### src/rtl/cdq_pkg.sv
// ----------------------------------------------------------------------------
// cdq_pkg
// shared types and constants of the circular deque
// ----------------------------------------------------------------------------
package cdq_pkg;

  localparam int DATA_W        = 32;
  localparam int FUNC_W        = 3;
  localparam int CAP_W         = 5;
  localparam int CAP_RESET     = 16;
  localparam int DEPTH_DEFAULT = 16;

  // operation codes
  localparam logic [FUNC_W-1:0] FUNC_INS_FRONT = 3'd0;
  localparam logic [FUNC_W-1:0] FUNC_INS_REAR  = 3'd1;
  localparam logic [FUNC_W-1:0] FUNC_DEL_FRONT = 3'd2;
  localparam logic [FUNC_W-1:0] FUNC_DEL_REAR  = 3'd3;
  localparam logic [FUNC_W-1:0] FUNC_NONE      = 3'd4;

  // value reported for front and rear of an empty deque
  localparam logic signed [DATA_W-1:0] EMPTY_VALUE = -32'sd1;

  typedef struct packed {
    logic [FUNC_W-1:0]        func;
    logic signed [DATA_W-1:0] value;
  } req_t;

  typedef struct packed {
    logic                     ok;
    logic signed [DATA_W-1:0] front_value;
    logic signed [DATA_W-1:0] rear_value;
    logic                     empty_res;
    logic                     full_res;
  } res_t;

  // commands from the controller to the datapath
  typedef struct packed {
    logic latch;    // capture the request
    logic exec;     // apply the operation, write the slot
    logic read;     // read front and rear slots
    logic cfg_wr;   // load capacity, empty the deque
  } cmd_t;

endpackage

### src/rtl/circular_deque.sv
// ----------------------------------------------------------------------------
// circular_deque
// double-ended queue in a ring of word slots with a programmable capacity
// ----------------------------------------------------------------------------
// Each request is taken at the rising edge where start is high and busy is
// low, and its result appears on result for exactly one cycle, marked by
// done: the request is captured at the accepting edge, then the EXEC state
// updates the pointers and count and writes the slot, the READ state does
// the registered read of the front and rear slots of the slot memory, and
// the RESP state presents the result. busy stays high until done, so a new
// request is taken at the earliest in the cycle after done. The receiver
// cannot stall: done is a strobe and the result must be taken in that cycle.
// Refused inserts (deque full) and deletes (deque empty) return ok low and
// change nothing; codes other than the four operations are no-ops with ok
// high. Front and rear read -1 while the deque is empty. Writing the
// capacity register (accepted only while busy is low) empties the deque;
// zero counts as one and values above DEPTH saturate at DEPTH.
module circular_deque #(
  parameter int DEPTH = cdq_pkg::DEPTH_DEFAULT
) (
  input  logic                      clk,
  input  logic                      rst,
  // request channel
  input  logic                      start,
  output logic                      busy,
  input  cdq_pkg::req_t             req,
  // result strobe
  output logic                      done,
  output cdq_pkg::res_t             result,
  // capacity register write
  input  logic                      cfg_valid,
  output logic                      cfg_ready,
  input  logic [cdq_pkg::CAP_W-1:0] cfg_data
);
  import cdq_pkg::*;

  cmd_t cmd;

  // sequencing only, no data
  cdq_ctrl u_ctrl (
    .clk       (clk),
    .rst       (rst),
    .start     (start),
    .cfg_valid (cfg_valid),
    .busy      (busy),
    .done      (done),
    .cfg_ready (cfg_ready),
    .cmd       (cmd)
  );

  // slots, pointers, count and result
  cdq_dp #(
    .DEPTH (DEPTH)
  ) u_dp (
    .clk      (clk),
    .rst      (rst),
    .cmd      (cmd),
    .req      (req),
    .cfg_data (cfg_data),
    .result   (result)
  );

endmodule

### src/rtl/cdq_ctrl.sv
// ----------------------------------------------------------------------------
// cdq_ctrl
// sequencer: accept, update, slot read, result strobe
// ----------------------------------------------------------------------------
module cdq_ctrl (
  input  logic          clk,
  input  logic          rst,
  input  logic          start,
  input  logic          cfg_valid,
  output logic          busy,
  output logic          done,
  output logic          cfg_ready,
  output cdq_pkg::cmd_t cmd
);
  import cdq_pkg::*;

  typedef enum logic [3:0] {
    S_IDLE = 4'b0001,
    S_EXEC = 4'b0010,
    S_READ = 4'b0100,
    S_RESP = 4'b1000
  } state_t;

  state_t state, state_next;

  always_ff @(posedge clk) begin
    if (rst) begin
      state <= S_IDLE;
    end else begin
      state <= state_next;
    end
  end

  always_comb begin
    state_next = state;
    case (state)
      S_IDLE: begin
        if (start) state_next = S_EXEC;
      end
      S_EXEC: begin
        state_next = S_READ;
      end
      S_READ: begin
        state_next = S_RESP;
      end
      S_RESP: begin
        state_next = S_IDLE;
      end
      default: begin
        state_next = S_IDLE;
      end
    endcase
  end

  assign busy       = (state != S_IDLE);
  assign done       = (state == S_RESP);
  assign cfg_ready  = (state == S_IDLE);
  assign cmd.latch  = (state == S_IDLE) && start;
  assign cmd.exec   = (state == S_EXEC);
  assign cmd.read   = (state == S_READ);
  assign cmd.cfg_wr = (state == S_IDLE) && cfg_valid;

endmodule

### src/rtl/cdq_dp.sv
// ----------------------------------------------------------------------------
// cdq_dp
// slot memory, ring pointers, count, capacity and result forming
// ----------------------------------------------------------------------------
module cdq_dp #(
  parameter int DEPTH = cdq_pkg::DEPTH_DEFAULT
) (
  input  logic                      clk,
  input  logic                      rst,
  input  cdq_pkg::cmd_t             cmd,
  input  cdq_pkg::req_t             req,
  input  logic [cdq_pkg::CAP_W-1:0] cfg_data,
  output cdq_pkg::res_t             result
);
  import cdq_pkg::*;

  localparam int PTR_W   = (DEPTH > 1) ? $clog2(DEPTH) : 1;
  localparam int CNT_W   = $clog2(DEPTH + 1);
  localparam int N_RESET = (CAP_RESET > DEPTH) ? DEPTH : CAP_RESET;

  logic signed [DATA_W-1:0] mem [DEPTH];

  req_t                     req_q;
  logic [CNT_W-1:0]         cap_n;      // effective capacity
  logic [PTR_W-1:0]         front_ptr;
  logic [PTR_W-1:0]         rear_ptr;
  logic [CNT_W-1:0]         count;
  logic                     ok;
  logic signed [DATA_W-1:0] rd_front;
  logic signed [DATA_W-1:0] rd_rear;

  logic [CNT_W-1:0]         cap_sat;
  logic [PTR_W-1:0]         front_inc, front_dec, rear_inc, rear_dec;
  logic                     is_full, is_empty;
  logic                     mem_we;
  logic [PTR_W-1:0]         mem_waddr;
  logic [PTR_W-1:0]         front_ptr_next, rear_ptr_next;
  logic [CNT_W-1:0]         count_next;
  logic                     ok_next;

  // capacity zero acts as one, above depth saturates
  always_comb begin
    if (cfg_data == '0) begin
      cap_sat = CNT_W'(1);
    end else if (32'(cfg_data) > 32'(DEPTH)) begin
      cap_sat = CNT_W'(DEPTH);
    end else begin
      cap_sat = CNT_W'(cfg_data);
    end
  end

  // ring wraps at the effective capacity (cap_n is never zero)
  assign front_inc = (CNT_W'(front_ptr) >= cap_n - CNT_W'(1)) ? '0 : front_ptr + PTR_W'(1);
  assign rear_inc  = (CNT_W'(rear_ptr) >= cap_n - CNT_W'(1)) ? '0 : rear_ptr + PTR_W'(1);
  assign front_dec = (front_ptr == '0) ? PTR_W'(cap_n - CNT_W'(1)) : front_ptr - PTR_W'(1);
  assign rear_dec  = (rear_ptr == '0) ? PTR_W'(cap_n - CNT_W'(1)) : rear_ptr - PTR_W'(1);

  assign is_full  = (count >= cap_n);
  assign is_empty = (count == '0);

  always_comb begin
    front_ptr_next = front_ptr;
    rear_ptr_next  = rear_ptr;
    count_next     = count;
    ok_next        = 1'b1;
    mem_we         = 1'b0;
    mem_waddr      = front_ptr;
    case (req_q.func)
      FUNC_INS_FRONT: begin
        if (is_full) begin
          ok_next = 1'b0;
        end else begin
          mem_we         = 1'b1;
          mem_waddr      = front_ptr;
          front_ptr_next = front_dec;
          count_next     = count + CNT_W'(1);
        end
      end
      FUNC_INS_REAR: begin
        if (is_full) begin
          ok_next = 1'b0;
        end else begin
          mem_we        = 1'b1;
          mem_waddr     = rear_inc;
          rear_ptr_next = rear_inc;
          count_next    = count + CNT_W'(1);
        end
      end
      FUNC_DEL_FRONT: begin
        if (is_empty) begin
          ok_next = 1'b0;
        end else begin
          front_ptr_next = front_inc;
          count_next     = count - CNT_W'(1);
        end
      end
      FUNC_DEL_REAR: begin
        if (is_empty) begin
          ok_next = 1'b0;
        end else begin
          rear_ptr_next = rear_dec;
          count_next    = count - CNT_W'(1);
        end
      end
      default: begin
        ok_next = 1'b1;
      end
    endcase
  end

  always_ff @(posedge clk) begin
    if (rst) begin
      cap_n     <= CNT_W'(N_RESET);
      front_ptr <= '0;
      rear_ptr  <= '0;
      count     <= '0;
    end else if (cmd.cfg_wr) begin
      cap_n     <= cap_sat;
      front_ptr <= '0;
      rear_ptr  <= '0;
      count     <= '0;
    end else if (cmd.exec) begin
      front_ptr <= front_ptr_next;
      rear_ptr  <= rear_ptr_next;
      count     <= count_next;
    end
  end

  always_ff @(posedge clk) begin
    if (cmd.latch) req_q <= req;
    if (cmd.exec)  ok    <= ok_next;
  end

  // slot memory: one write port, two registered read ports
  always_ff @(posedge clk) begin
    if (cmd.exec && mem_we) mem[mem_waddr] <= req_q.value;
  end

  always_ff @(posedge clk) begin
    if (cmd.read) begin
      rd_front <= mem[front_inc];
      rd_rear  <= mem[rear_ptr];
    end
  end

  assign result.ok          = ok;
  assign result.front_value = is_empty ? EMPTY_VALUE : rd_front;
  assign result.rear_value  = is_empty ? EMPTY_VALUE : rd_rear;
  assign result.empty_res   = is_empty;
  assign result.full_res    = (count == cap_n);

endmodule
### config.mk
export PLATFORM = sky130hd
export DESIGN_NAME = circular_deque
export DESIGN_NICKNAME = d
export VERILOG_FILES = /design/src/rtl/cdq_pkg.sv /design/src/rtl/circular_deque.sv /design/src/rtl/cdq_ctrl.sv /design/src/rtl/cdq_dp.sv
export SDC_FILE = /design/constraint.sdc
export NUM_CORES = 1
export LEC_CHECK = 0
export BUFFER_PORTS_ARGS = -buffer_cell sky130_fd_sc_hd__clkbuf_2
export CAP_MARGIN = 25
export CORE_MARGIN = 1
export CORE_UTILIZATION = 55
export DETAILED_ROUTE_END_ITERATION = 7
export PLACE_DENSITY = 0.72
export SLEW_MARGIN = 20
export SYNTH_ARGS = -nofsm -noshare
export SYNTH_HDL_FRONTEND = slang
export SYNTH_HIERARCHICAL = 1
export SYNTH_SLANG_ARGS = --single-unit
export TNS_END_PERCENT = 5
### constraint.sdc
create_clock -name clk -period 8.1 [get_ports clk]
set_clock_uncertainty 0.2 [all_clocks]
set_input_delay 0.81 -clock clk [delete_from_list [all_inputs] [get_ports clk]]
set_output_delay 0.81 -clock clk [all_outputs]
set_load 0.02 [all_outputs]
==> results of run 1 <==
logic make-up (layout without fill, tap and decap cells):
kind of cell / Yosys count / count (layout) / share of synthesized area, %
muxes: 292 / 292 / 18.27
buffers and inverters: 159 / 295 / 2.240
adders and majority gates: 23 / 23 / 0.9623
DFF: 634 / 634 / 62.38
xor gates and xnor gates: 15 / 15 / 0.4355
and+or+nand+nor: 386 / 386 / 6.603
AOI/OAI and AO/OA: 385 / 385 / 9.105
synth_stat cells, drive strengths merged, types with 16 or more instances:
library cell  count  area (um^2)
a21boi           16        120.1
dfxtp            22        440.4
mux2i            77        770.7
edfxtp          612        18380
o32ai            35        306.5
a211oi           17        127.6
a21oi            73        380.4
nor2            116        435.4
o2bb2ai          26        227.7
nor3             26        150.2
nand2b           71        444.2
nand3            23        120.1
a31oi            28        175.2
ha               19        237.7
mux4            206         4639
nand2            57        216.5
nor2b            16        100.1
nor4             17        106.4
a2111oi          27        311.5
clkbuf           80        302.8
a22oi            27        202.7
and2             44        277.8
buf              63        312.8
o21ai            76        380.4
registers in the layout, indices dropped and copies added (netlist names):
signal and flops:
u_dp/rd_rear 32, u_dp/rd_front 32, u_dp/req_q 35, u_ctrl/state 4, u_dp/rear_ptr 4, u_dp/mem 512, u_dp/cap_n 5, u_dp/count 5
u_dp/front_ptr 4, u_dp/ok 1
worst max-delay path: cells and delay by family (launching register included):
family	cells	cell delay, ns
flip-flops	1	0.90
AO/OA/AOI/OAI	3	0.76
AND/OR/NAND/NOR	3	1.19
adder cells (fa/ha/maj)	2	0.80
buffers and inverters	2	1.01
worst paths after layout:
path	cells after the start	start	slack (ns)	endpoint
setup / recovery	10	u_dp/rear_ptr[0]	2.87	u_dp/mem[14][10]
hold / removal	1	req[27]	0.18	u_dp/req_q[27]
setup reg to reg	10	u_dp/rear_ptr[0]	2.87	u_dp/mem[14][10]
hold reg to reg	2	u_dp/count[4]	0.36	u_dp/count[4]
power groups by stage:
| stage | combinational, W | clock (W) | sequential, W |
|---|---|---|---|
| 6_report | 0.000233 | 0.00309 | 0.00368 |
| 5_1_grt | 0.000249 | 0.00326 | 0.00368 |
| 4_1_cts | 0.000231 | 0.00314 | 0.00367 |
| 3_5_place_dp | 0.000230 | 0 | 0.00374 |
| 3_3_place_gp | 0.000225 | 0 | 0.00374 |
| 2_1_floorplan | 0.000148 | 0 | 0.00372 |
layer usage:
metal,share of wire [%],wire length [um],vias up
li1,-,-,7935
met1,38,31260,9857
met2,49,40840,1187
met3,8.7,7196,228
met4,4.0,3320,0
met5,0,0,-
stage by stage:
stage               area (um^2)  hold slack [ns]  util (%)  cells  setup slack, ns
floorplan                 30170           0.2973         -   1894            2.112
global placement          31620           0.3302     58.53   2606            2.745
detailed placement        31660           0.3409     58.60   2607            2.619
CTS                       33870           0.1534     62.69   2724            2.600
global route              33910           0.1540     62.76   2726            2.532
finish                    33910           0.1815     62.76   2726            2.872
final cells by class:
type                    count  area, um^2
fillers                  3823       20120
flip-flops and latches    634       18830
multi-input cells        1101       10950
clock buffers              85        1849
repair buffers            162       989.7
well taps                 696       870.8
clock inverters            32       359.1
inverters                  16       60.06
==> impl_summary.txt, run 1 <==
----------------------------------------------------
[Run status]
  Run status ... finished clean

[CTS]
  Post-CTS Hold Fix Bufs ... 0
  H-tree levels ... 3
  Worst-case clock buffer depth ... 3
  Clock tree from TritonCTS ... done
  CTS Sinks ... 634
  Post-CTS clock slew at the launch and capture registers of the worst setup and hold paths ... 0.06 ns
  Resized cells post-CTS ... 0
  Number of buffers created by CTS ... 68
  Total setup buffers inserted after CTS ... 0
  Clock latency on the worst-skew pair ... 0.61 ns
  Buffer type at the clock tree root ... sky130_fd_sc_hd__clkbuf_16

[Timing]
  Actual transition at the worst max-transition pin ... 1.210 ns
  Final-report hold violation count ... 0
  Slew headroom ... 19.07%
  Final setup TNS ... 0 ns
  Total of endpoints with negative setup slack in the final report ... 0
  Final slew viol count ... 0
  Unrepaired setup endpoints after global routing ... no
  Final clock period utilization by the worst path ... 64.54%
  Fin crit period ... 5.228 ns
  Top achievable clock speed ... 191.3 MHz

[Critical path]
  Most repeated library cell on the critical path ... sky130_fd_sc_hd__a21o_1
  Crit path cell chain ... clkinv_1, ha_1, nand2b_1, a21o_1, a21o_1, maj3_1, nand2_1, a41oi_1, nor2_4, buf_4
  CP required ... 8.16 ns
  Category of the critical setup timing path ... reg -> reg
  Slowest cell on crit path ... sky130_fd_sc_hd__dfxtp_4
  Nature of the critical path startpoint ... register
  Highest net fanout along the worst path ... 40
  Worst Setup End Kind ... register
  Peak per-stage delay on the critical path ... 0.90 ns
  Data arrival time of the worst path ... 5.29 ns

[Cells and area]
  Share of cells above drive strength 1 ... 26.31%
  Leading cell types in the layout, fill and taps excluded ... 612 x sky130_fd_sc_hd__edfxtp_1, 206 x sky130_fd_sc_hd__mux4_2, 113 x sky130_fd_sc_hd__clkbuf_2, 101 x sky130_fd_sc_hd__nor2_1, 77 x sky130_fd_sc_hd__mux2i_1
  Net count, final ... 2047
  Signed area change from the synthesized netlist to the final layout ... 12.40%
  N_diodes ... 0
  Most common library cell in the layout ignoring fill and taps ... sky130_fd_sc_hd__edfxtp_1

[Logic synthesis]
  Total nets after synthesis ... 1958
  Post-synthesis instance area ... 30170 um^2
  Number of cells produced by synthesis ... 1894
  Distinct cell type count of the synthesized netlist ... 70
  Count of flip-flops with a built-in enable after synthesis ... 612
  Predominant post-synthesis flop cell ... sky130_fd_sc_hd__edfxtp_1
  Number of flip-flops and latches in the synthesized netlist ... 634
  Average cell area after synthesis ... 15.93 um^2
  Total of warnings raised by yosys ... 6
  Share of flip-flops with an asynchronous set or reset after synthesis ... 0%
  Portion of the post-synthesis area used by sequential elements ... 62.38%

[Global route]
  Global Route met3 Usage ... 5.091%
  GRT Util Overall ... 30.12%
  Number of antenna violations at the first check in global routing ... 0
  Global-route wire length before repair ... 123700 um
  Vias in the first global route ... 19340
  Maximum number of pins on one net before global-route repair ... 98
  Most heavily used metal layer in global routing ... met2
  Met2 capacity usage during global routing ... 48.94%
  Met1 Resource Use GR ... 40.76%
  Global route overflow ... 0

[Detailed routing]
  DRT Pass-1 Iters ... 6
  Violation count after the first detailed-routing iteration ... 2309
  Total vias in the final route ... 19210
  Via density per instance ... 7.046
  ANT nets after route ... 0
  DRC errors left ... 0
  Total wire length ... 82610 um
  Post-DR wirelength/cell ... 30.31 um

[Placement]
  DPL Wire Length ... 47150 um
  Weighted congestion reported at the end of routability-driven placement ... 0.8418
  PortBufs ... 113

[Power and ir drop]
  Total internal power ... 0.005545 W
  Post-layout power ... 0.007000 W
  Fraction of power consumed by sequential logic ... 52.5%
  Proportion of total power due to net switching ... 20.78%
  VDD IR-drop max ... 0.1620 mV
  Comb power frac ... 3.3%
  Switching power of the nets ... 0.001454 W
  Static power due to leakage ... 10.30 nW
  Part of the total power dissipated in the clock network ... 44.2%
  Pwr/cell area ... 206.4 nW/um^2

[Flow run]
  Number of max-capacitance violations reported ... 0

[Floorplan]
  Number of top-level pins ... 114
  Die area ... 55790 um^2
  Area inside the core boundary ... 54030 um^2
  Die W ... 236.2 um
  Row Count ... 85
  Chip height ... 236.2 um
  Starting density of the core ... 55.83%

[Min path]
  Worst hold-check path type ... in -> reg

----------------------------------------------------
No activity file was read; power rests on OpenSTA's default activity.
==> run 2, diff against run 1 <==
Settings changed: PLACE_DENSITY 0.72 to 0.75.
Clock period 8.1 ns to 4.35 ns, I/O delays scaled along.
==> impl_summary.txt, run 2 (same netlist as run 1, synthesis figures left out) <==
----------------------------------------------------
[Run status]
  Run status ... finished clean

[Detailed routing]
  DRC errors left ... 0
  ANT nets after route ... 0
  Total vias in the final route ... 19450
  Via density per instance ... 6.940
  Violation count after the first detailed-routing iteration ... 2315
  Total wire length ... 80540 um
  DRT Pass-1 Iters ... 5
  Post-DR wirelength/cell ... 28.73 um

[Floorplan]
  Die area ... 55790 um^2
  Die W ... 236.2 um
  Chip height ... 236.2 um
  Starting density of the core ... 55.83%
  Area inside the core boundary ... 54030 um^2
  Row Count ... 85
  Number of top-level pins ... 114

[Timing]
  Total of endpoints with negative setup slack in the final report ... 0
  Final clock period utilization by the worst path ... 94.57%
  Final-report hold violation count ... 0
  Final slew viol count ... 0
  Unrepaired setup endpoints after global routing ... no
  Worst slack on hold paths ... 0.08459 ns
  Top achievable clock speed ... 243.1 MHz
  Slew headroom ... 25.44%
  Final setup TNS ... 0 ns
  Fin crit period ... 4.114 ns
  Actual transition at the worst max-transition pin ... 1.114 ns

[Cells and area]
  Register with the most flip-flops ... u_dp/mem
  Share of cells above drive strength 1 ... 26.72%
  Signed area change from the synthesized netlist to the final layout ... 14.66%
  N_diodes ... 0
  Leading cell types in the layout, fill and taps excluded ... 612 x sky130_fd_sc_hd__edfxtp_1, 206 x sky130_fd_sc_hd__mux4_2, 113 x sky130_fd_sc_hd__clkbuf_2, 102 x sky130_fd_sc_hd__nor2_1, 77 x sky130_fd_sc_hd__mux2i_1
  Largest registers ranked by flip-flop count ... u_dp/mem (512), u_dp/req_q (35)
  Max reg flops ... 512
  Net count, final ... 2118
  Most common library cell in the layout ignoring fill and taps ... sky130_fd_sc_hd__edfxtp_1

[Power and ir drop]
  Switching power of the nets ... 0.002751 W
  Fraction of power consumed by sequential logic ... 53.1%
  Part of the total power dissipated in the clock network ... 43.2%
  Proportion of total power due to net switching ... 21.34%
  Static power due to leakage ... 10.61 nW
  VDD IR-drop max ... 0.3056 mV
  Total internal power ... 0.01014 W
  Pwr/cell area ... 372.7 nW/um^2
  Comb power frac ... 3.7%

[Critical path]
  Nature of the critical path startpoint ... register
  Worst Setup End Kind ... register
  Capturing point of the worst reg2reg path ... u_dp/rd_front[20]
  Category of the critical setup timing path ... reg -> reg
  Data arrival time of the worst path ... 4.26 ns
  Reg-to-reg slack, setup ... 0.24 ns
  Worst reg2reg path depth ... 12
  R2R Path Start ... u_dp/cap_n[0]
  CP required ... 4.50 ns
  Highest net fanout along the worst path ... 26

[Flow run]
  Number of max-capacitance violations reported ... 0

[Global route]
  Global route overflow ... 0
  Maximum number of pins on one net before global-route repair ... 107
  Vias in the first global route ... 19730
  GRT Util Overall ... 29.29%
  Global-route wire length before repair ... 121700 um
  Number of antenna violations at the first check in global routing ... 1

[Min path]
  Endpoint of the worst hold-timing path ... u_dp/cap_n[0]
  Hold_sp ... cfg_data[1]
  Worst hold-check path type ... in -> reg
  Hold Path Cell Cnt ... 4

[CTS]
  Worst-case clock buffer depth ... 3
  H-tree levels ... 3
  Buffer type at the clock tree root ... sky130_fd_sc_hd__clkbuf_16
  Post-CTS clock slew at the launch and capture registers of the worst setup and hold paths ... 0.06 ns
  Clock tree from TritonCTS ... done
  Number of buffers created by CTS ... 67
  CTS Sinks ... 634
  Clock latency on the worst-skew pair ... 0.63 ns

[Placement]
  DPL Wire Length ... 48010 um
  PortBufs ... 113
  Weighted congestion reported at the end of routability-driven placement ... 0.8828

----------------------------------------------------
==> run 2: power groups by stage <==
stage	sequential [W]	combinational (W)	clock [W]
detailed placement	0.00697	0.000439	0
floorplan	0.00693	0.000276	0
global placement	0.00696	0.000429	0
global route	0.00685	0.000509	0.00585
CTS	0.00684	0.000472	0.00564
finish	0.00684	0.000477	0.00557
==> run 2: per-layer routing <==
layer / routed length, um / GRT usage, %
met3: 8061 / 5.266
met2: 39100 / 46.62
met5: 0 / 0
met1: 30340 / 39.65
met4: 3039 / 13.54
==> run 2: worst max path at each step <==
stage / slack (ns) / depth (start not counted) / end / start
6_report: 0.24 / 12 / u_dp/rd_front[20] / u_dp/cap_n[0]
5_1_grt: 0.08 / 12 / u_dp/rd_front[6] / u_dp/cap_n[0]
4_1_cts: 0.21 / 12 / u_dp/mem[0][8] / u_dp/cap_n[2]
3_5_place_dp: 0.26 / 12 / u_dp/mem[0][29] / u_dp/cap_n[2]
3_3_place_gp: 0.21 / 12 / u_dp/mem[0][15] / u_dp/cap_n[2]
2_1_floorplan: 0.06 / 9 / u_dp/mem[0][0] / u_dp/cap_n[2]
==> run 2: per-stage QoR <==
stage | util [%] | worst slack, ns | std cells | cell area, um^2 | power, W
detailed placement | 59.27 | 0.2621 | 2638 | 32020 | 0.007405
floorplan | - | 0.05892 | 1894 | 30260 | 0.007202
global route | 64.02 | 0.07586 | 2803 | 34590 | 0.01321
global placement | 59.06 | 0.2139 | 2634 | 31910 | 0.007387
finish | 64.02 | 0.2361 | 2803 | 34590 | 0.01289
CTS | 64.01 | 0.2138 | 2803 | 34580 | 0.01295
==> run 2: cell type report <==
class | count | area (um^2)
clock inverters | 43 | 366.6
clock buffers | 79 | 1764
fillers | 3759 | 19440
repair buffers | 234 | 1749
well taps | 696 | 870.8
inverters | 16 | 61.31
multi-input cells | 1101 | 10940
flip-flops and latches | 634 | 18830
==> run 2: timing repair <==
action,in CTS,in global routing
gates resized for setup,0,1
hold endpoints to repair,43,0
hold buffers,43,0
setup endpoints to repair,0,53
buffers inserted,0,0
==> run 2: worst max-delay path: stages (launching register included) <==
cell                        delay (ns)
sky130_fd_sc_hd__dfxtp_1          0.42
sky130_fd_sc_hd__inv_1            0.12
sky130_fd_sc_hd__ha_1             0.24
sky130_fd_sc_hd__xor2_1           0.22
sky130_fd_sc_hd__inv_1            0.11
sky130_fd_sc_hd__ha_1             0.31
sky130_fd_sc_hd__a21oi_1          0.18
sky130_fd_sc_hd__o21ai_0          0.12
sky130_fd_sc_hd__maj3_2           0.59
sky130_fd_sc_hd__a21oi_4          0.25
sky130_fd_sc_hd__buf_4            0.43
sky130_fd_sc_hd__a2111oi_0        0.14
sky130_fd_sc_hd__o32ai_1          0.48
==> run 3, diff against run 2 <==
Settings changed: CTS_BUF_LIST set to sky130_fd_sc_hd__clkbuf_4 sky130_fd_sc_hd__clkbuf_8 sky130_fd_sc_hd__clkbuf_16.
==> impl_summary.txt, run 3 (same netlist as run 1, synthesis figures left out) <==
----------------------------------------------------
[Global route]
  Global-route wire length before repair ... 121700 um
  Maximum number of pins on one net before global-route repair ... 107
  Number of antenna violations at the first check in global routing ... 0
  Vias in the first global route ... 19680
  Global route overflow ... 0
  GRT Util Overall ... 29.27%

[Placement]
  Number of cells after detailed placement ... 2638
  PortBufs ... 113
  DPL Wire Length ... 48010 um
  Placed inst area ... 32020 um^2
  Weighted congestion reported at the end of routability-driven placement ... 0.8828

[Floorplan]
  Row Count ... 85
  Number of top-level pins ... 114
  Starting density of the core ... 55.83%
  Die W ... 236.2 um
  Area inside the core boundary ... 54030 um^2
  Chip height ... 236.2 um
  Die area ... 55790 um^2

[Detailed routing]
  DRC errors left ... 0
  DRT Pass-1 Iters ... 6
  Total vias in the final route ... 19490
  Violation count after the first detailed-routing iteration ... 2573
  Via density per instance ... 6.954
  ANT nets after route ... 0
  Total wire length ... 80580 um
  Post-DR wirelength/cell ... 28.75 um

[CTS]
  CTS Sinks ... 634
  Post-CTS clock slew at the launch and capture registers of the worst setup and hold paths ... 0.06 ns
  Total setup buffers inserted after CTS ... 0
  Number of buffers created by CTS ... 67
  Clock latency on the worst-skew pair ... 0.63 ns
  Worst-case clock buffer depth ... 3
  Clock tree from TritonCTS ... done
  H-tree levels ... 3
  Buffer type at the clock tree root ... sky130_fd_sc_hd__clkbuf_16

[Timing]
  Final setup TNS ... 0 ns
  Final clock period utilization by the worst path ... 94.62%
  Fin crit period ... 4.116 ns
  Top achievable clock speed ... 242.9 MHz
  Slew headroom ... 25.96%
  Final-report hold violation count ... 0
  Actual transition at the worst max-transition pin ... 1.107 ns
  Total of endpoints with negative setup slack in the final report ... 0
  Final slew viol count ... 0
  Unrepaired setup endpoints after global routing ... no

[Cells and area]
  Largest registers ranked by flip-flop count ... u_dp/mem (512), u_dp/req_q (35)
  Number of cells in the finished layout apart from fillers ... 2803
  Most common library cell in the layout ignoring fill and taps ... sky130_fd_sc_hd__edfxtp_1
  N_diodes ... 0
  Register with the most flip-flops ... u_dp/mem
  Final core utilization ... 64.09%
  Share of cells above drive strength 1 ... 27.20%
  Max reg flops ... 512
  Signed area change from the synthesized netlist to the final layout ... 14.78%
  Final design instance area without fill ... 34620 um^2
  Net count, final ... 2118
  Leading cell types in the layout, fill and taps excluded ... 612 x sky130_fd_sc_hd__edfxtp_1, 206 x sky130_fd_sc_hd__mux4_2, 113 x sky130_fd_sc_hd__clkbuf_2, 102 x sky130_fd_sc_hd__nor2_1, 77 x sky130_fd_sc_hd__mux2i_1

[Power and ir drop]
  Fraction of power consumed by sequential logic ... 52.8%
  Static power due to leakage ... 10.64 nW
  Part of the total power dissipated in the clock network ... 43.5%
  Pwr/cell area ... 374.1 nW/um^2
  Comb power frac ... 3.7%
  Proportion of total power due to net switching ... 21.24%
  Total internal power ... 0.01020 W
  VDD IR-drop max ... 0.3058 mV
  Post-layout power ... 0.01295 W
  Switching power of the nets ... 0.002751 W

[Critical path]
  Capture point of the critical path ... u_dp/rd_front[20]
  R2R Path Start ... u_dp/cap_n[0]
  CP required ... 4.49 ns
  Capturing point of the worst reg2reg path ... u_dp/rd_front[20]
  Nature of the critical path startpoint ... register
  Highest net fanout along the worst path ... 26
  Category of the critical setup timing path ... reg -> reg
  Data arrival time of the worst path ... 4.26 ns
  Worst reg2reg path depth ... 12
  Worst Setup End Kind ... register
  Reg-to-reg slack, setup ... 0.23 ns
  Crit path launch ... u_dp/cap_n[0]

[Min path]
  Hold Path Cell Cnt ... 4
  Worst hold-check path type ... in -> reg

[Flow run]
  Number of max-capacitance violations reported ... 0

[Run status]
  Run status ... finished clean

----------------------------------------------------
-- run 3: cell counts in the layout (fill, tap and decap cells not counted) --
Identical to the previous run, type by type.
-- run 3: power by group through the flow --
stage / Combinational (W) / Sequential, W / Clock [W]
3_3_place_gp: 0.000429 / 0.00696 / 0
4_1_cts: 0.000472 / 0.00684 / 0.00570
5_1_grt: 0.000509 / 0.00685 / 0.00591
3_5_place_dp: 0.000439 / 0.00697 / 0
2_1_floorplan: 0.000276 / 0.00693 / 0
6_report: 0.000478 / 0.00684 / 0.00563
-- run 3: layer usage --
metal  GRT usage (%)  up-vias  part of all wire [%]  wire (um)
met1           39.60     9946                    37      30190
met4           12.89        0                   3.7       2988
li1                -     8068                     -          -
met5          0.1732        -                     0          0
met2           47.11     1270                    49      39360
met3           4.985      208                    10       8039
-- run 3: layout make-up --
| type | instances | area [um^2] |
|---|---|---|
| tap | 696 | 870.8 |
| fill | 3749 | 19400 |
| inverter | 16 | 61.31 |
| timing repair buffer | 234 | 1749 |
| sequential | 634 | 18830 |
| clock inverter | 43 | 366.6 |
| clock buffer | 79 | 1802 |
| multi-input combinational | 1101 | 10940 |
-- run 3: worst min-delay path by stage --
stage | slack (ns) | to | startpoint
2_1_floorplan | 0.30 | u_dp/cap_n[0] | u_dp/cap_n[0]
3_3_place_gp | 0.33 | u_dp/cap_n[0] | u_dp/cap_n[0]
3_5_place_dp | 0.34 | u_dp/count[2] | u_dp/count[2]
4_1_cts | 0.05 | u_dp/cap_n[0] | cfg_data[2]
5_1_grt | 0.13 | u_dp/cap_n[0] | cfg_data[2]
6_report | 0.08 | u_dp/cap_n[0] | cfg_data[2]
-- run 3: repair_timing --
action	4_1_cts	5_1_grt
endpoints found under the setup margin	0	62
hold buffers	43	0
gates resized for setup	0	1
hold endpoints to repair	43	0
-- run 3: worst max-delay path: stages, from the launching register on --
cell	delay, ns
sky130_fd_sc_hd__dfxtp_1	0.42
sky130_fd_sc_hd__inv_1	0.12
sky130_fd_sc_hd__ha_1	0.24
sky130_fd_sc_hd__xor2_1	0.20
sky130_fd_sc_hd__inv_1	0.11
sky130_fd_sc_hd__ha_1	0.31
sky130_fd_sc_hd__a21oi_1	0.19
sky130_fd_sc_hd__o21ai_0	0.12
sky130_fd_sc_hd__maj3_2	0.60
sky130_fd_sc_hd__a21oi_4	0.25
sky130_fd_sc_hd__buf_4	0.43
sky130_fd_sc_hd__a2111oi_0	0.14
sky130_fd_sc_hd__o32ai_1	0.48
-- run 3: stage by stage --
stage                     hold WS (ns)  worst slack [ns]
final                          0.07589            0.2338
after global routing            0.1311           0.06952
after CTS                      0.05169            0.2137
after detailed placement        0.3390            0.2621
after global placement          0.3320            0.2139
after floorplan                 0.2973           0.05892
